$ cat config.mk
export PLATFORM = sky130hd
export DESIGN_NAME = cwf_mac
export DESIGN_NICKNAME = d
export VERILOG_FILES = /design/src/rtl/conv3x3_window_filter_defines.svh /design/src/rtl/cwf_pkg.sv /design/src/rtl/cwf_mac.sv
export SDC_FILE = /design/constraint.sdc
export NUM_CORES = 2
export LEC_CHECK = 0
export BUFFER_PORTS_ARGS = -buffer_cell sky130_fd_sc_hd__buf_2
export CAP_MARGIN = 10
export CORE_AREA = 5 5 387 389
export CTS_CLUSTER_DIAMETER = 60
export DETAILED_ROUTE_END_ITERATION = 10
export DIE_AREA = 0 0 392 394
export GPL_ROUTABILITY_DRIVEN = 0
export SLEW_MARGIN = 20
export SYNTH_ARGS = -nofsm -noshare
export SYNTH_HDL_FRONTEND = slang
export SYNTH_SLANG_ARGS = --single-unit
$ cat constraint.sdc
create_clock -name i_clk -period 6.04 [get_ports i_clk]
set_clock_uncertainty 0.1 [all_clocks]
set_input_delay 0.906 -clock i_clk [delete_from_list [all_inputs] [get_ports i_clk]]
set_output_delay 0.906 -clock i_clk [all_outputs]
set_load 0.01 [all_outputs]
$ cat src/rtl/conv3x3_window_filter_defines.svh
// Assertion macros for the 3x3 window filter.
// Each macro expects i_clk and i_rst_n in scope and is disabled during reset.
`ifndef CONV3X3_WINDOW_FILTER_DEFINES_SVH
`define CONV3X3_WINDOW_FILTER_DEFINES_SVH

// Consequent checked at the same edge as the antecedent.
`define CWF_ASSERT_NOW(lbl, ante, cons, msg) \
    lbl: assert property (@(posedge i_clk) disable iff (!i_rst_n) (ante) |-> (cons)) \
        else $error(msg);

// Consequent checked in the cycle after the antecedent.
`define CWF_ASSERT_NEXT(lbl, ante, cons, msg) \
    lbl: assert property (@(posedge i_clk) disable iff (!i_rst_n) (ante) |=> (cons)) \
        else $error(msg);

`endif

$ cat src/rtl/cwf_pkg.sv
// ----------------------------------------------------------------------------
// cwf_pkg
// Shared widths, register indexes, pipeline types and the kernel coefficient
// extraction for the 3x3 window filter.
// ----------------------------------------------------------------------------
`default_nettype none

package cwf_pkg;

    localparam int PIX_W        = 8;
    localparam int COEF_W       = 16;
    localparam int KROW_W       = 3 * COEF_W;
    localparam int SIZE_W       = 12;
    localparam int POS_W        = 11;
    localparam int PROD_W       = COEF_W + PIX_W + 1;
    localparam int RSUM_W       = PROD_W + 2;
    localparam int SUM_W        = 28;
    localparam int OUT_DATA_W   = 56;
    localparam int CFG_IDX_W    = 2;
    localparam int MAX_SIZE_DEF = 2048;
    localparam int SIZE_MIN     = 3;

    // Result queue depth and the number of stages between accept and queue write.
    localparam int FIFO_DEPTH   = 8;
    localparam int PIPE_DEPTH   = 4;

    localparam logic [KROW_W-1:0] KERNEL_RESET = 48'h071C_071C_071C;
    localparam logic [SIZE_W-1:0] SIZE_RESET   = 12'd512;

    typedef enum logic [CFG_IDX_W-1:0] {
        CFG_KROW_TOP    = 2'd0,
        CFG_KROW_MIDDLE = 2'd1,
        CFG_KROW_BOTTOM = 2'd2,
        CFG_IMAGE_SIZE  = 2'd3
    } t_cfg_index;

    // Position and emit information that follows a pixel down the pipeline.
    typedef struct packed {
        logic             emit;
        logic             last;
        logic [POS_W-1:0] row;
        logic [POS_W-1:0] col;
    } t_tag;

    // New right-hand window column: top is two rows up, bot is the incoming pixel.
    typedef struct packed {
        logic [PIX_W-1:0] top;
        logic [PIX_W-1:0] mid;
        logic [PIX_W-1:0] bot;
    } t_col;

    typedef struct packed {
        logic             last;
        logic [POS_W-1:0] col;
        logic [POS_W-1:0] row;
        logic [SUM_W-1:0] sum;
    } t_result;

    // Coefficient j of a kernel row: left in the low bits.
    function automatic logic signed [COEF_W-1:0] coef(input logic [KROW_W-1:0] krow,
                                                      input int unsigned j);
        logic [COEF_W-1:0] v;
        v = krow[j*COEF_W +: COEF_W];
        return $signed(v);
    endfunction

endpackage

`default_nettype wire

$ cat src/rtl/cwf_mac.sv
// ----------------------------------------------------------------------------
// cwf_mac
// 3x3 window register, nine coefficient products, row sums and the final
// sum. Only pixels marked to emit travel past the window stage.
// ----------------------------------------------------------------------------
`default_nettype none

module cwf_mac
    import cwf_pkg::*;
(
    input  wire logic                    i_clk,
    input  wire logic                    i_rst_n,
    input  wire logic                    i_valid,
    input  wire t_col                    i_col,
    input  wire t_tag                    i_tag,
    input  wire logic [2:0][KROW_W-1:0]  i_krow,
    output logic                         o_valid,
    output t_result                      o_result
);

    logic [PIX_W-1:0]         r_win [3][3];
    logic                     r_w_valid;
    t_tag                     r_w_tag;

    logic signed [PROD_W-1:0] r_prod [3][3];
    logic                     r_p_valid;
    t_tag                     r_p_tag;

    logic signed [RSUM_W-1:0] r_rsum [3];
    logic                     r_s_valid;
    t_tag                     r_s_tag;

    // Shift the window left on every pixel; the new column enters on the right.
    always_ff @(posedge i_clk) begin
        if (!i_rst_n) begin
            for (int i = 0; i < 3; i++) begin
                for (int j = 0; j < 3; j++) begin
                    r_win[i][j] <= '0;
                end
            end
        end else if (i_valid) begin
            for (int i = 0; i < 3; i++) begin
                r_win[i][0] <= r_win[i][1];
                r_win[i][1] <= r_win[i][2];
            end
            r_win[0][2] <= i_col.top;
            r_win[1][2] <= i_col.mid;
            r_win[2][2] <= i_col.bot;
        end
    end

    always_ff @(posedge i_clk) begin
        for (int i = 0; i < 3; i++) begin
            for (int j = 0; j < 3; j++) begin
                r_prod[i][j] <= coef(i_krow[i], j) * $signed({1'b0, r_win[i][j]});
            end
            r_rsum[i] <= RSUM_W'(r_prod[i][0]) + RSUM_W'(r_prod[i][1])
                       + RSUM_W'(r_prod[i][2]);
        end
        r_w_tag <= i_tag;
        r_p_tag <= r_w_tag;
        r_s_tag <= r_p_tag;
    end

    always_ff @(posedge i_clk) begin
        if (!i_rst_n) begin
            r_w_valid <= 1'b0;
            r_p_valid <= 1'b0;
            r_s_valid <= 1'b0;
        end else begin
            r_w_valid <= i_valid && i_tag.emit;
            r_p_valid <= r_w_valid;
            r_s_valid <= r_p_valid;
        end
    end

    assign o_valid      = r_s_valid;
    assign o_result.sum = SUM_W'(r_rsum[0]) + SUM_W'(r_rsum[1]) + SUM_W'(r_rsum[2]);
    assign o_result.row = r_s_tag.row;
    assign o_result.col = r_s_tag.col;
    assign o_result.last = r_s_tag.last;

endmodule

`default_nettype wire

==> results_dict.tcl <==
set metrics [dict create \
    status "completed" \
    postCtsSetupRepairBufs 0 \
    yosysTopAreaCell "fa_1" \
    syn_inst 6066 \
    die_height_um 394 \
    tightest_slew_ns 0.945 \
    maxCapViolations 0 \
    synth_warnings 0 \
    crit_buf_inv 2 \
    post-route-period-util_pct 93.8 \
    relSlewSlack_pct 37.0 \
    cts_buffers 59 \
    grt_max_degree 76 \
    grt_pass1_wl_mm 226 \
    max_freq_ghz 0.177 \
    dr_wl_met3_mm 7.22 \
    synth_area_um2 57800 \
    cp_common_cell "fa_1" \
    vias_per_cell 4.80 \
    ant_nets 0 \
    area_growth_pct 9.90 \
    dpl_cell_area_um2 61300 \
    finalHoldViolCount 0 \
    maxSlewViolCount 0 \
    nNetsFinal 8079 \
    place_hpwl_mm 118 \
    grt_usage_pct 18.3 \
    cp_max_fo 3 \
    hold_path_class "flip-flop to flip-flop" \
    die_w_um 392 \
    avgSynthCellArea_um2 9.52 \
    startpoint_type "flip-flop" \
    critical_path.slowest_cell "xnor2_1" \
    p_leak_uw 0.0332 \
    ys_types 77 \
    critPathKind "flip-flop to output port" \
    gr-total-overflow 0 \
    worst_setup_path_end_kind "output port" \
    vias 39800 \
    insertion_delay_ns 0.66 \
    htreeDepth 2 \
    fillers 14300 \
    crit_family "compound AO/OA/AOI/OAI gates" \
    synth_area_leaders "fa_1, dfxtp_1, ha_1" \
    drt-pass1-iter-count 5 \
    wl_met1_mm 62.4 \
    ctsResizeCount 0 \
    required_ns 5.03 \
    clock_path_buffers 3 \
    final_layout_size_suffix_gt1_share_pct 6.57 \
    vdd_drop_max_mv 0.572 \
    synth_edf_count 72 \
    rsz0062_at_grt "false" \
    io-pin-count 247 \
    synth-seq-cells 450 \
    fin_area_um2 63500 \
    dieArea_um2 154000 \
    slowest_delay_ns 0.65 \
    crit_chain "fa_1, ha_1, inv_1, fa_1, nor2b_1, o31a_1, o2111ai_1, nand2_1, a21oi_1, o31ai_1, a41o_1, o21ba_2, xnor2_1, buf_2" \
    port_buffers 246 \
    multiInputGateArea_um2 42400 \
    seq_area_frac_synth_pct 16.8 \
    initial_core_util_pct 39.5 \
    period_needed_ns 5.66 \
    antenna_found_initial 28 \
    first_global_vias 42400 \
    synth_nets 7836 \
    drc 0 \
    cts-root-buf "clkbuf_16" \
    clkSinkCount 450 \
    final_util_pct 43.4 \
    register_area_um2 9730 \
    synthArstFlopShare_pct 0 \
    wirelength_mm 139 \
    dr_wl_met2_mm 66.0 \
    critPathArrivalTime_ns 4.66 \
    clkTransAtPathRegs_ns 0.06 \
    cts_hold_buf 0 \
    wl_per_cell_um 16.7 \
    synth_ff_type "dfxtp_1" \
    cellPowerDensity_nw_per_um2 525 \
    rows 141 \
    cts_tree "yes" \
    p_total_uw 33300 \
    finalSetupTns_ns 0 \
    dr.max_layer_used "met5" \
    core_area_um2 146000 \
    synth_top_cell_area_share_pct 35.5 \
    finalSetupViolCount 0 \
    drt_iter0_drc 1903 \
]
[sequential cells by signal (all words and copies together), names as in the netlist]
name,flops
r_w_tag,23
r_w_valid,1
o_result,23
o_valid,1
r_rsum,81
r_win,72
r_p_tag,23
r_prod,225
r_p_valid,1
[power breakdown]
group	total [uW]	leakage, uW	internal [uW]	switching (uW)
sequential	5510	0.00397	4410	1100
clock	3770	0.00105	2230	1530
combinational	24100	0.0281	10000	14000
total	33300	0.0332	16700	16700
[cell usage in the layout, fill, tap and decap left out, drive strengths merged, types with 15 or more instances in the layout]
cell,instances
clkbuf,66
edfxtp,72
nand3,37
o21bai,39
dfxtp,378
o21ai,103
nand2b,23
diode,15
and3,87
a21o,105
inv,1427
a31oi,17
xor2,86
xnor2,207
ha,551
fa,1024
o21a,23
nor2,104
a21oi,220
nor2b,31
nor3,32
nand2,606
and2,657
buf,276
nand4,15
[cell type report]
cell class | count | area share (%)
Sequential cell | 450 | 15.3
Timing Repair Buffer | 276 | 2.29
Clock buffer | 66 | 2.47
Clock inverter | 45 | 0.928
Multi-Input combinational cell | 4115 | 66.8
Antenna cell | 15 | 0.0591
Inverter | 1407 | 8.32
Tap cell | 1930 | 3.80
[worst register-to-register path, cell delays in order, from the launching register on]
cell	delay, ns
edfxtp_1	0.78
nand2_1	0.18
fa_1	0.56
inv_1	0.05
fa_1	0.47
fa_1	0.55
inv_1	0.06
fa_1	0.47
inv_1	0.04
ha_1	0.31
a21oi_1	0.22
o21ai_1	0.14
a31oi_1	0.32
o21ai_1	0.19
a221o_1	0.37
nor3_1	0.24
o21bai_1	0.11
a21oi_1	0.18
xnor2_1	0.14
[metrics by stage]
| step | worst slack, ns | instances | hold slack (ns) |
|---|---|---|---|
| final | 0.377 | 8304 | 0.219 |
| after global routing | 0.129 | 8297 | 0.188 |
| after detailed placement | 0.311 | 8178 | 0.212 |
| after floorplan | 0.779 | 6066 | 0.210 |
| after CTS | 0.363 | 8289 | 0.180 |
| after global placement | 0.365 | 8178 | 0.210 |
[final timing paths]
kind                               startpoint             to  slack, ns  cells past startpoint
worst max register to register    r_win[0][8]  r_prod[0][49]       0.47                     18
worst min register to register     r_w_tag[2]     r_p_tag[2]       0.22                      0
worst min-delay path               r_w_tag[2]     r_p_tag[2]       0.22                      0
worst max-delay path            r_rsum[0][55]   o_result[27]       0.38                     14
[routing by layer]
layer	global-route usage [%]	vias up
li1	-	19000
met4	3.93	18
met3	3.18	186
met1	24.7	19900
met5	0	-
met2	31.0	755
[cells by family (layout without fill, tap and decap cells)]
group	count (synthesis)	after routing	share of synthesized area (%)
muxes	2	2	0.0347
xor gates and xnor gates	293	293	4.44
DFF	450	450	16.8
other	0	15	0
adders and majority gates	1575	1575	47.4
buffers and inverters	1501	1794	9.75
and+or+nand+nor	1620	1620	14.4
AOI/OAI and AO/OA	625	625	7.14
[synth_stat cells, types with 6 or more instances]
cell / count
inv_1: 1407
fa_1: 1024
and2_1: 657
nand2_1: 606
ha_1: 551
dfxtp_1: 378
a21oi_1: 216
xnor2_1: 207
a21o_1: 105
nor2_1: 104
clkbuf_1: 94
o21ai_0: 88
and3_1: 87
xor2_1: 86
edfxtp_1: 72
o21bai_1: 39
nand3_1: 37
nor3_1: 32
nor2b_1: 31
nand2b_1: 23
o21a_1: 23
a31oi_1: 15
nand4_1: 15
o21ai_1: 13
a211oi_1: 12
o211ai_1: 9
a221o_1: 8
o31ai_1: 8
and4_1: 6
or3_1: 6
Note: power is estimated with default switching activity, not from simulation.
