===== src/rtl/conv3x3_window_filter_defines.svh =====
// Assertion macros for the 3x3 window filter.
// Each macro expects i_clk and i_rst_n in scope and is disabled during reset.
`ifndef CONV3X3_WINDOW_FILTER_DEFINES_SVH
`define CONV3X3_WINDOW_FILTER_DEFINES_SVH

// Consequent checked at the same edge as the antecedent.
`define CWF_ASSERT_NOW(lbl, ante, cons, msg) \
    lbl: assert property (@(posedge i_clk) disable iff (!i_rst_n) (ante) |-> (cons)) \
        else $error(msg);

// Consequent checked in the cycle after the antecedent.
`define CWF_ASSERT_NEXT(lbl, ante, cons, msg) \
    lbl: assert property (@(posedge i_clk) disable iff (!i_rst_n) (ante) |=> (cons)) \
        else $error(msg);

`endif


===== src/rtl/cwf_pkg.sv =====
// ----------------------------------------------------------------------------
// cwf_pkg
// Shared widths, register indexes, pipeline types and the kernel coefficient
// extraction for the 3x3 window filter.
// ----------------------------------------------------------------------------
`default_nettype none

package cwf_pkg;

    localparam int PIX_W        = 8;
    localparam int COEF_W       = 16;
    localparam int KROW_W       = 3 * COEF_W;
    localparam int SIZE_W       = 12;
    localparam int POS_W        = 11;
    localparam int PROD_W       = COEF_W + PIX_W + 1;
    localparam int RSUM_W       = PROD_W + 2;
    localparam int SUM_W        = 28;
    localparam int OUT_DATA_W   = 56;
    localparam int CFG_IDX_W    = 2;
    localparam int MAX_SIZE_DEF = 2048;
    localparam int SIZE_MIN     = 3;

    // Result queue depth and the number of stages between accept and queue write.
    localparam int FIFO_DEPTH   = 8;
    localparam int PIPE_DEPTH   = 4;

    localparam logic [KROW_W-1:0] KERNEL_RESET = 48'h071C_071C_071C;
    localparam logic [SIZE_W-1:0] SIZE_RESET   = 12'd512;

    typedef enum logic [CFG_IDX_W-1:0] {
        CFG_KROW_TOP    = 2'd0,
        CFG_KROW_MIDDLE = 2'd1,
        CFG_KROW_BOTTOM = 2'd2,
        CFG_IMAGE_SIZE  = 2'd3
    } t_cfg_index;

    // Position and emit information that follows a pixel down the pipeline.
    typedef struct packed {
        logic             emit;
        logic             last;
        logic [POS_W-1:0] row;
        logic [POS_W-1:0] col;
    } t_tag;

    // New right-hand window column: top is two rows up, bot is the incoming pixel.
    typedef struct packed {
        logic [PIX_W-1:0] top;
        logic [PIX_W-1:0] mid;
        logic [PIX_W-1:0] bot;
    } t_col;

    typedef struct packed {
        logic             last;
        logic [POS_W-1:0] col;
        logic [POS_W-1:0] row;
        logic [SUM_W-1:0] sum;
    } t_result;

    // Coefficient j of a kernel row: left in the low bits.
    function automatic logic signed [COEF_W-1:0] coef(input logic [KROW_W-1:0] krow,
                                                      input int unsigned j);
        logic [COEF_W-1:0] v;
        v = krow[j*COEF_W +: COEF_W];
        return $signed(v);
    endfunction

endpackage

`default_nettype wire


===== src/rtl/cwf_out_fifo.sv =====
// ----------------------------------------------------------------------------
// cwf_out_fifo
// Small result queue that decouples the filter pipeline from the output
// handshake. Its fill level drives the input-side credit check.
// ----------------------------------------------------------------------------
`default_nettype none

module cwf_out_fifo
    import cwf_pkg::*;
#(
    parameter int DEPTH = FIFO_DEPTH,
    parameter int AW    = $clog2(DEPTH),
    parameter int CW    = $clog2(DEPTH + 1)
) (
    input  wire logic    i_clk,
    input  wire logic    i_rst_n,
    input  wire logic    i_wr,
    input  wire t_result i_data,
    input  wire logic    i_rd,
    output logic         o_valid,
    output t_result      o_data,
    output logic [CW-1:0] o_count
);

    t_result         r_mem [DEPTH];
    logic [AW-1:0]   r_wr_ptr;
    logic [AW-1:0]   r_rd_ptr;
    logic [CW-1:0]   r_count;
    logic            pop;

    assign pop = i_rd && (r_count != '0);

    always_ff @(posedge i_clk) begin
        if (i_wr) begin
            r_mem[r_wr_ptr] <= i_data;
        end
    end

    always_ff @(posedge i_clk) begin
        if (!i_rst_n) begin
            r_wr_ptr <= '0;
            r_rd_ptr <= '0;
            r_count  <= '0;
        end else begin
            if (i_wr) begin
                r_wr_ptr <= (r_wr_ptr == AW'(DEPTH - 1)) ? '0 : r_wr_ptr + 1'b1;
            end
            if (pop) begin
                r_rd_ptr <= (r_rd_ptr == AW'(DEPTH - 1)) ? '0 : r_rd_ptr + 1'b1;
            end
            case ({i_wr, pop})
                2'b10:   r_count <= r_count + 1'b1;
                2'b01:   r_count <= r_count - 1'b1;
                default: r_count <= r_count;
            endcase
        end
    end

    assign o_valid = (r_count != '0);
    assign o_data  = r_mem[r_rd_ptr];
    assign o_count = r_count;

endmodule

`default_nettype wire


===== config.mk =====
export PLATFORM = sky130hd
export DESIGN_NAME = cwf_out_fifo
export DESIGN_NICKNAME = d
export VERILOG_FILES = /design/src/rtl/conv3x3_window_filter_defines.svh /design/src/rtl/cwf_pkg.sv /design/src/rtl/cwf_out_fifo.sv
export SDC_FILE = /design/constraint.sdc
export NUM_CORES = 1
export LEC_CHECK = 0
export ABC_AREA = 1
export CAP_MARGIN = 20
export CELL_PAD_IN_SITES_DETAIL_PLACEMENT = 0
export CELL_PAD_IN_SITES_GLOBAL_PLACEMENT = 1
export CORE_AREA = 2 2 191 193
export DETAILED_ROUTE_END_ITERATION = 8
export DIE_AREA = 0 0 193 195
export DONT_BUFFER_PORTS = 1
export MAX_ROUTING_LAYER = met4
export PLACE_DENSITY = 0.8
export RECOVER_POWER = 50
export SKIP_LAST_GASP = 1
export SLEW_MARGIN = 10
export SYNTH_ARGS = -nofsm -noshare
export SYNTH_HDL_FRONTEND = slang
export SYNTH_SLANG_ARGS = --single-unit
export TNS_END_PERCENT = 20

===== constraint.sdc =====
create_clock -name i_clk -period 3.75 [get_ports i_clk]
set_clock_uncertainty 0.15 [all_clocks]
set_input_delay 0.75 -clock i_clk [delete_from_list [all_inputs] [get_ports i_clk]]
set_output_delay 0.75 -clock i_clk [all_outputs]
set_load 0.02 [all_outputs]

==> out/qor.yml, run 1 <==
cts:
  cts-hold-fix-buffers: 0
  numCtsBuffers: 44
  cts_setup_buffers: 0
  clkSinkCount: 421
  h-tree-depth: 2
  cts_tree: "done"
  clock_latency_ps: 530
  clock_path_buffers: 3
  clk_pin_slew_ps: 60
  root_buffer: "clkbuf_16"
  post_cts_resized: 0
yosys:
  synth_top_area_cell: "edfxtp_1"
  synth_xor_area_share_pct: 0.106
  synthesis.instances: 1238
  synth_fp_nets: 1300
  synth.area.mux_share_pct: 3.09
  async_flop_share_pct: 0
  synth.area.top_cells: "edfxtp_1 74%, nor2_1 5.1%, o21ai_0 5.0%"
  synth_cell_types: 24
  synth_warnings: 0
  synthTopCellsByCount: "408 x edfxtp_1, 223 x nor2_1, 166 x nand2_1, 165 x o21ai_0"
  synth_area_sq_um: 16500
  ys.flop_type: "edfxtp_1"
  synth_top_family_by_area: "simple AND/OR/NAND/NOR gates"
  synthSimpleGateAreaFrac_pct: 9.03
  synthAdderAreaFrac_pct: 0.530
  synth_top_area_share_pct: 74.1
  postSynthAreaPerCell_sq_um: 13.4
  synth_edf_count: 408
  yosysSeqAreaShare_pct: 75.7
  yosysMostFrequentCell: "edfxtp_1"
  synth_compound_area_share_pct: 8.62
  ys_ff_latch: 421
route:
  routed_via_density: 5.45
  ant_nets: 0
  drc: 0
  drt_iter0_drc: 769
  firstDrtPassIters: 5
  vias: 9431
  drt-total-wl_um: 34800
  wl_per_cell_um: 20.1
sta:
  period_minus_slack_ps: 3400
  worstMarginPinSlew_ps: 1530
  hold_violations: 0
  final-setup-viol-count: 0
  rsz0062_at_grt: "false"
  maxSlewViolCount: 23
  worst_slack_ps: 347
  fmax_mhz: 294
  post-route-period-util_pct: 90.7
  maxSlewHeadroom_pct: -1.84
place:
  post-place-ws_ps: 928
  place_inst: 1653
  dpl_cell_area_sq_um: 17100
  place.gp.congestion: 0.758
  portBuffers: 0
  place.detailed.hpwl_um: 19300
cells_and_area:
  multi_input_area_sq_um: 3590
  num_antenna_cells: 0
  fin_cells: 1732
  n_fill_cell: 2924
  drive_above_1_share_pct: 7.55
  syn2layout_area_growth_pct: 11.8
  final_util_pct: 52.2
  final_area_sq_um: 18500
  finalNetCount: 1300
  seq_area_sq_um: 12500
critical_path:
  r2r-start: "r_wr_ptr[0]"
  ff2ff_setup_slack_ps: 1190
  cpMaxStageDelayCell: "dfxtp_4"
  slowest_delay_ps: 490
  cp-endpoint: "o_data[10]"
  endpoint_kind: "primary output"
  crit_path_frequent_cell: "nand2_1"
  crit_path_start_kind: "flip-flop"
  required_ps: 2850
  path_max_fanout: 47
  rr_worst_depth: 3
  rr_endpoint: "r_mem[6][42]"
  path_class: "flip-flop to primary output"
  crit_chain: "inv_4 > buf_12 > nor2_1 > o22ai_1 > nand2_1 > nand2_1"
  arrival_ps: 2500
run_status:
  violations: "capacitance limit, slew limit"
  run_status: "complete, but fails checks"
die:
  io_pins: 111
  die_w_um: 193
  core_region_area_sq_um: 35400
  start_util_pct: 46.7
  rows: 69
  die_h_um: 195
  dieArea_sq_um: 37600
global_route:
  groute.usage.overall_pct: 19.3
  grt_max_degree: 85
  gr-total-overflow: 0
  grt_pass1_wl_um: 54000
  grt_pass1_vias: 9341
  antenna_found_initial: 0
power_and_ir_drop:
  powerDensity_nw_per_um2: 697
  finalPower_mw: 12.9
  peakVddDrop_uv: 328
  p_leak_nw: 6.21
flow_run:
  cap_violations: 1
min_path:
  hold_class: "input port to flip-flop"
## critical path, delay by kind of cell, from the launching register on
family / cells / cell delay (ps)
buf+inv: 2 / 780
compound gates: 1 / 210
simple gates: 3 / 450
flops: 1 / 490
## layer usage
metal  wire length [um]  GRT usage, %  share of wire [%]  up-vias
met5                  0             -                  0        -
li1                   -             -                  -     4483
met3               2530          5.32                7.3       56
met1              15000          25.0                 43     4671
met2              16700          30.6                 48      221
met4                561          4.46                1.6        0
## report_power, final
part | internal, mW | total, mW | switching, mW
Combinational | 0.847 | 3.12 | 2.27
Sequential | 5.34 | 5.52 | 0.185
Clock | 2.54 | 4.24 | 1.69
## worst min path at each step
stage                startpoint            to  slack, ps  cells after the start
floorplan           r_rd_ptr[1]     flip-flop        330                      2
global placement    r_rd_ptr[1]     flip-flop        340                      2
detailed placement  r_rd_ptr[1]     flip-flop        360                      2
CTS                  i_data[11]  r_mem[5][11]        130                      0
global route         i_data[27]  r_mem[7][27]        130                      0
finish               i_data[38]  r_mem[7][38]        150                      0
## metrics by stage
| stage | setup TNS, ps | hold slack (ps) |
|---|---|---|
| 2_1_floorplan | -33560 | 331 |
| 6_report | 0 | 147 |
| 3_5_place_dp | 0 | 356 |
| 5_1_grt | 0 | 126 |
| 3_3_place_gp | 0 | 338 |
| 4_1_cts | 0 | 128 |
## flip-flops by register name, summed over array words and instances, names as in the netlist, named ones only
signal and count:
o_count 4, r_mem 408, r_rd_ptr 3, r_wr_ptr 3
## area by class of cell
cell class | count | share of cell area, %
sequential | 421 | 67.8
clock buffer | 56 | 6.32
inverter | 18 | 0.379
clock inverter | 23 | 1.31
multi-input combinational | 727 | 19.5
timing repair buffer | 26 | 1.63
tap | 461 | 3.12
## cells in the final DEF, fill, tap and decap left out, types with 8 or more instances in the layout
cell type,Yosys,layout
nor2_1,223,215
clkbuf_16,0,45
mux2i_1,51,51
o22ai_1,51,51
inv_1,16,16
clkbuf_1,38,13
edfxtp_1,408,408
o21ai_1,48,48
o21ai_0,165,165
nand2_1,166,166
clkinv_1,1,9
a21oi_1,8,8
buf_4,2,15
dfxtp_1,13,10
nor2_4,0,8
buf_12,1,9
## logic make-up after synthesis
kind of cell | Yosys count
flops | 421
simple gates | 395
compound gates | 272
buf+inv | 90
mux | 51
fa+ha+maj | 7
xor+xnor | 2
No activity file was read; power rests on OpenSTA's default activity.
==> run 2, diff against run 1 <==
--- a/config.mk
+++ b/config.mk
@@ -14,7 +14,7 @@
 export DIE_AREA = 0 0 193 195
 export DONT_BUFFER_PORTS = 1
 export MAX_ROUTING_LAYER = met4
-export PLACE_DENSITY = 0.8
+export PLACE_DENSITY_LB_ADDON = 0.2
 export RECOVER_POWER = 50
 export SKIP_LAST_GASP = 1
 export SLEW_MARGIN = 10
==> run 2 against run 1 <==
  * The flow now finishes without violations
  * Combinational power about the same
  * Clock power decreased by 5.2%
  * First-iteration DRC count decreased by 33%
  * Critical path type unchanged
  * Critical endpoint is now o_data[27]
  * Largest power group unchanged
  * Final area decreased by 0.39%
  * Critical path depth decreased by 1
==> out/qor.yml, run 2 (same netlist as run 1, synthesis figures left out) <==
place:
  place.gp.congestion: 0.715  # -5.6%
  post-place-ws_ps: 927  # -0.957 ps
  place_inst: 1654  # +0.060%
  dpl_cell_area_sq_um: 17100  # +0.19%
  place.detailed.hpwl_um: 17600  # -8.7%
  portBuffers: 0  # unchanged
die:
  core_region_area_sq_um: 35400  # unchanged
  start_util_pct: 46.7  # unchanged
  die_h_um: 195  # unchanged
  die_w_um: 193  # unchanged
  io_pins: 111  # unchanged
  dieArea_sq_um: 37600  # unchanged
  rows: 69  # unchanged
route:
  ant_nets: 0  # unchanged
  routed_via_density: 5.36  # -1.5%
  drt_iter0_drc: 515  # -33%
  vias: 9294  # -1.5%
  drc: 0  # unchanged
  firstDrtPassIters: 4  # -1
  drt-total-wl_um: 34400  # -1.1%
  wl_per_cell_um: 19.9  # -1.2%
sta:
  post-route-period-util_pct: 92.8  # +2.1 points
  worstMarginPinSlew_ps: 1170  # -359 ps
  worst_slack_ps: 270  # -77.0 ps
  hold_slack_ps: 137  # -10.5 ps
  fmax_mhz: 287  # -2.2%
  rsz0062_at_grt: "false"
  maxSlewHeadroom_pct: 21.8  # +24 points
  fin_setup_tns_ps: 0  # unchanged
  final-setup-viol-count: 0  # unchanged
  hold_violations: 0  # unchanged
  maxSlewViolCount: 0  # -100%
  period_minus_slack_ps: 3480  # +77.0 ps
critical_path:
  endpoint_kind: "primary output"
  crit_path_start_kind: "flip-flop"
  r2r-start: "o_count[2]"
  cpMaxStageDelayCell: "buf_12"
  rr_worst_depth: 13  # +10
  path_class: "flip-flop to primary output"
  crit_chain: "buf_12 > o21ai_0 > o22ai_1 > nand2_1 > nand2_1"
  crit_path_frequent_cell: "nand2_1"
  ff2ff_setup_slack_ps: 1210  # +20 ps
  arrival_ps: 2580  # +80 ps
  path_max_fanout: 204  # +330%
  required_ps: 2850  # about the same
  slowest_delay_ps: 680  # +190 ps
  rr_endpoint: "o_count[2]"
power_and_ir_drop:
  p_leak_nw: 6.18  # -0.36%
  peakVddDrop_uv: 490  # +49%
  finalPower_mw: 12.7  # -1.7%
  powerDensity_nw_per_um2: 688  # -1.4%
global_route:
  grt_max_degree: 205  # +140%
  grt_pass1_wl_um: 52500  # -2.7%
  grt_pass1_vias: 9150  # -2.0%
  groute.usage.overall_pct: 19.0  # -0.32 points
  gr-total-overflow: 0  # unchanged
  antenna_found_initial: 0  # unchanged
cells_and_area:
  largest_register_ffs: 408  # unchanged
  fin_cells: 1733  # +0.058%
  final_area_sq_um: 18400  # -0.39%
  layout_common_cells: "408 x edfxtp_1, 220 x nor2_1, 166 x nand2_1"
  drive_above_1_share_pct: 7.55  # about the same
  layout_commonest_cell: "edfxtp_1"
  syn2layout_area_growth_pct: 11.3
  multi_input_area_sq_um: 3560  # -1.0%
  num_antenna_cells: 0  # unchanged
  regMostFlops: "r_mem"
  seq_area_sq_um: 12500  # unchanged
  n_fill_cell: 2955  # +1.1%
  finalNetCount: 1300  # unchanged
  final_util_pct: 52.0  # -0.20 points
cts:
  cts-hold-fix-buffers: 0  # unchanged
  clock_path_buffers: 3  # unchanged
  cts_setup_buffers: 0  # unchanged
  numCtsBuffers: 43  # -2.3%
  root_buffer: "clkbuf_16"
  cts_tree: "done"
  clkSinkCount: 421  # unchanged
  post_cts_resized: 0  # unchanged
  clk_pin_slew_ps: 60  # about the same
  h-tree-depth: 2  # unchanged
  clock_latency_ps: 550  # +20 ps
run_status:
  run_status: "finished, final reports clean"
min_path:
  hold-path-endpoint: "r_mem[6][18]"
  holdPathStages: 0  # unchanged
  hp-start: "i_data[18]"
  hold_class: "input port to flip-flop"
flow_run:
  cap_violations: 0  # -1
run 2: changes by cell type in the layout (fill, tap and decap cells not counted), moves of 3 or more:
cell       change
clkinv_2       +4
clkinv_1       -3
nor2_4         -5
nor2_1         +5
bufinv_16      -3
run 2: worst max-delay path by stage:
| stage | start | endpoint | slack, ps | cells past startpoint |
|---|---|---|---|---|
| 2_1_floorplan | i_wr | r_mem[0][0] | -160 | 3 |
| 3_3_place_gp | flip-flop | o_data[34] | 930 | 7 |
| 3_5_place_dp | flip-flop | o_data[15] | 930 | 5 |
| 4_1_cts | flip-flop | o_data[27] | 330 | 5 |
| 5_1_grt | flip-flop | o_data[7] | 120 | 7 |
| 6_report | flip-flop | o_data[27] | 270 | 5 |
run 2: cell type report:
class	count	area share (%)
Sequential cell	421	68.1
Multi-Input combinational cell	727	19.3
Clock buffer	57	6.30
Tap cell	461	3.13
Timing Repair Buffer	27	1.85
Clock inverter	22	0.952
Inverter	18	0.381
run 2: power breakdown:
part	switching [mW]	internal (mW)	total [mW]
clock	1.70	2.32	4.02
sequential	0.167	5.34	5.50
combinational	2.26	0.870	3.13
total	4.13	8.53	12.7
run 2: metal layers:
metal	vias up	part of all wire [%]	GRT usage (%)	wire length, um
met5	-	0	-	0
li1	4482	-	-	-
met2	176	48	30.4	16500
met3	43	5.6	4.55	1920
met1	4593	45	24.7	15500
met4	0	1.4	4.49	497
run 2: critical path: cells and delay by family, from the launching register on:
family / cells / cell delay, ps
and+or+nand+nor: 2 / 290
AOI/OAI and AO/OA: 2 / 460
buffers and inverters: 1 / 680
DFF: 1 / 370
==> run 3, diff against run 2 <==
==> constraint.sdc (replaced) <==
create_clock -name i_clk -period 3.75 [get_ports i_clk]
set_clock_uncertainty 0.15 [all_clocks]
set_input_delay 0.1875 -clock i_clk [delete_from_list [all_inputs] [get_ports i_clk]]
set_output_delay 0.1875 -clock i_clk [all_outputs]
set_load 0.02 [all_outputs]
==> run 3 against run 2 <==
  * The flow now finishes with violations (capacitance limit, slew limit)
  * Global-route usage rose by 0.74 points
  * Die area did not move
  * Sequential share of layout area fell by 2.0 points
  * Final area rose by 3.0%
  * Flip-flop and latch count did not move
  * Routed wire length rose by 3.0%
  * Worst hold slack got worse by 7.9 ps
  * Clock power rose by 5.7%
  * Power rose by 2.4%
  * Non-clock buffer count rose by 51
  * Via count rose by 3.0%
==> out/qor.yml, run 3 (same netlist as run 1, synthesis figures left out) <==
route:
  drt-total-wl_um: 35500  # +3.0%
  firstDrtPassIters: 4  # unchanged
  drt_iter0_drc: 780  # +51%
  met2_length_um: 16800  # +2.0%
  drc: 0  # unchanged
  met1_length_um: 16000  # +3.0%
  met3_length_um: 1970  # +2.6%
  wl_per_cell_um: 19.8  # -0.26%
  routed_via_density: 5.35  # -0.21%
  vias: 9574  # +3.0%
  ant_nets: 0  # unchanged
  routed.top_layer: "met4"
cts:
  root_buffer: "clkbuf_16"
  h-tree-depth: 2  # unchanged
  cts_tree: "done"
  numCtsBuffers: 45  # +4.7%
  clock_path_buffers: 3  # unchanged
  clock_latency_ps: 540  # about the same
  clkSinkCount: 421  # unchanged
  post_cts_resized: 0  # unchanged
  clk_pin_slew_ps: 60  # about the same
power_and_ir_drop:
  finalPower_mw: 13.0  # +2.4%
  p_leak_nw: 6.42  # +3.7%
  peakVddDrop_uv: 552  # +13%
  powerDensity_nw_per_um2: 684  # -0.54%
sta:
  worst_slack_ps: 896  # +626 ps
  maxSlewHeadroom_pct: -13.2  # -35 points
  maxSlewViolCount: 21  # +21
  worstMarginPinSlew_ps: 1700  # +530 ps
  post-route-period-util_pct: 76.1  # -17 points
  hold_slack_ps: 129  # -7.86 ps
  fmax_mhz: 350  # +22%
  period_minus_slack_ps: 2850  # -626 ps
  fin_setup_tns_ps: 0  # unchanged
  final-setup-viol-count: 0  # unchanged
  rsz0062_at_grt: "false"
  hold_violations: 0  # unchanged
critical_path:
  arrival_ps: 2520  # -60 ps
  r2r-start: "r_wr_ptr[0]"
  rr_worst_depth: 3  # -10
  crit_path_start_kind: "flip-flop"
  path_max_fanout: 204  # unchanged
  required_ps: 3410  # +560 ps
  rr_endpoint: "r_mem[1][0]"
  ff2ff_setup_slack_ps: 1250  # +40 ps
  endpoint_kind: "primary output"
  path_class: "flip-flop to primary output"
die:
  dieArea_sq_um: 37600  # unchanged
  die_h_um: 195  # unchanged
  core_region_area_sq_um: 35400  # unchanged
  start_util_pct: 46.7  # unchanged
  die_w_um: 193  # unchanged
  io_pins: 111  # unchanged
  rows: 69  # unchanged
global_route:
  groute.usage.overall_pct: 19.8  # +0.74 points
  grt_pass1_wl_um: 54800  # +4.3%
  grt_pass1_vias: 9588  # +4.8%
  antenna_found_initial: 5  # +5
  grt_max_degree: 205  # unchanged
  gr-total-overflow: 0  # unchanged
cells_and_area:
  layout_common_cells: "408 x edfxtp_1, 218 x nor2_1, 166 x nand2_1"
  largest_register_ffs: 408  # unchanged
  syn2layout_area_growth_pct: 14.6
  layout_commonest_cell: "edfxtp_1"
  finalNetCount: 1353  # +4.1%
  drive_above_1_share_pct: 7.26  # -0.29 points
  final_area_sq_um: 18900  # +3.0%
  regMostFlops: "r_mem"
place:
  place.gp.congestion: 0.747  # +4.4%
  place.detailed.hpwl_um: 18000  # +2.1%
  dpl_cell_area_sq_um: 17000  # -0.57%
  portBuffers: 0  # unchanged
  post-place-ws_ps: 1260  # +336 ps
min_path:
  hold_class: "input port to flip-flop"
  hp-start: "i_wr"
  holdPathStages: 2  # +2
  hold-path-endpoint: "r_mem[3][18]"
run_status:
  run_status: "complete, but fails checks"
  violations: "capacitance limit, slew limit"
flow_run:
  cap_violations: 1  # +1
[run 3: changes by cell type in the layout (fill, tap and decap cells not counted), sizes merged]
cell,previous run,this run
buf,27,23
bufinv,2,5
clkbuf,57,55
clkinvlp,3,2
diode,0,5
dlygate4sd3,0,54
inv,19,20
[run 3: layout make-up]
class | instances | area [sq um]
Tap cell | 461 | 577
Antenna cell | 5 | 12.5
Clock inverter | 25 | 253
Multi-Input combinational cell | 727 | 3570
Fill cell | 2956 | 16500
Clock buffer | 54 | 1160
Sequential cell | 421 | 12500
Timing Repair Buffer | 78 | 779
Inverter | 18 | 70.1
[run 3: worst max-delay path by stage]
stage,from,to,slack [ps],cells after the start
3_5_place_dp,o_count[2],o_count[2],1260,13
6_report,flip-flop,o_data[40],900,7
2_1_floorplan,r_wr_ptr[0],r_mem[0][0],340,2
3_3_place_gp,o_count[2],o_count[2],1290,13
5_1_grt,flip-flop,o_data[48],670,7
4_1_cts,flip-flop,o_data[10],900,5
[run 3: per-stage QoR]
| stage | util (%) | std cells |
|---|---|---|
| 6_report | 53.5 | 1789 |
| 5_1_grt | 53.5 | 1789 |
| 4_1_cts | 53.6 | 1784 |
| 3_5_place_dp | 48.0 | 1651 |
| 3_3_place_gp | 48.0 | 1651 |
| 2_1_floorplan | - | 1238 |
[run 3: what timing repair did]
action	in CTS	in global routing
hold buffers	54	0
setup buffers	0	0
endpoints found under the hold margin	421	0
[run 3: worst max-delay path, cell delays in order, from the launching register on]
cell and delay (ps):
dfxtp_4 370, buf_12 640, nor2_1 110, nor2_1 110, o21ai_0 100, o21ai_1 100, nand2_1 60, nand2_1 270
[run 3: where the power goes]
part / leakage, nW / internal (mW) / switching, mW / total (mW)
registers: 3.82 / 5.34 / 0.163 / 5.50
logic: 1.91 / 0.864 / 2.35 / 3.21
clock network: 0.689 / 2.54 / 1.71 / 4.25
total: 6.42 / 8.74 / 4.22 / 13.0
[run 3: per-layer routing]
metal  GRT usage (%)  vias to the layer above
met5               -                        -
met2            31.8                      206
met4            4.69                        0
li1                -                     4596
met3            4.10                       55
met1            25.9                     4717
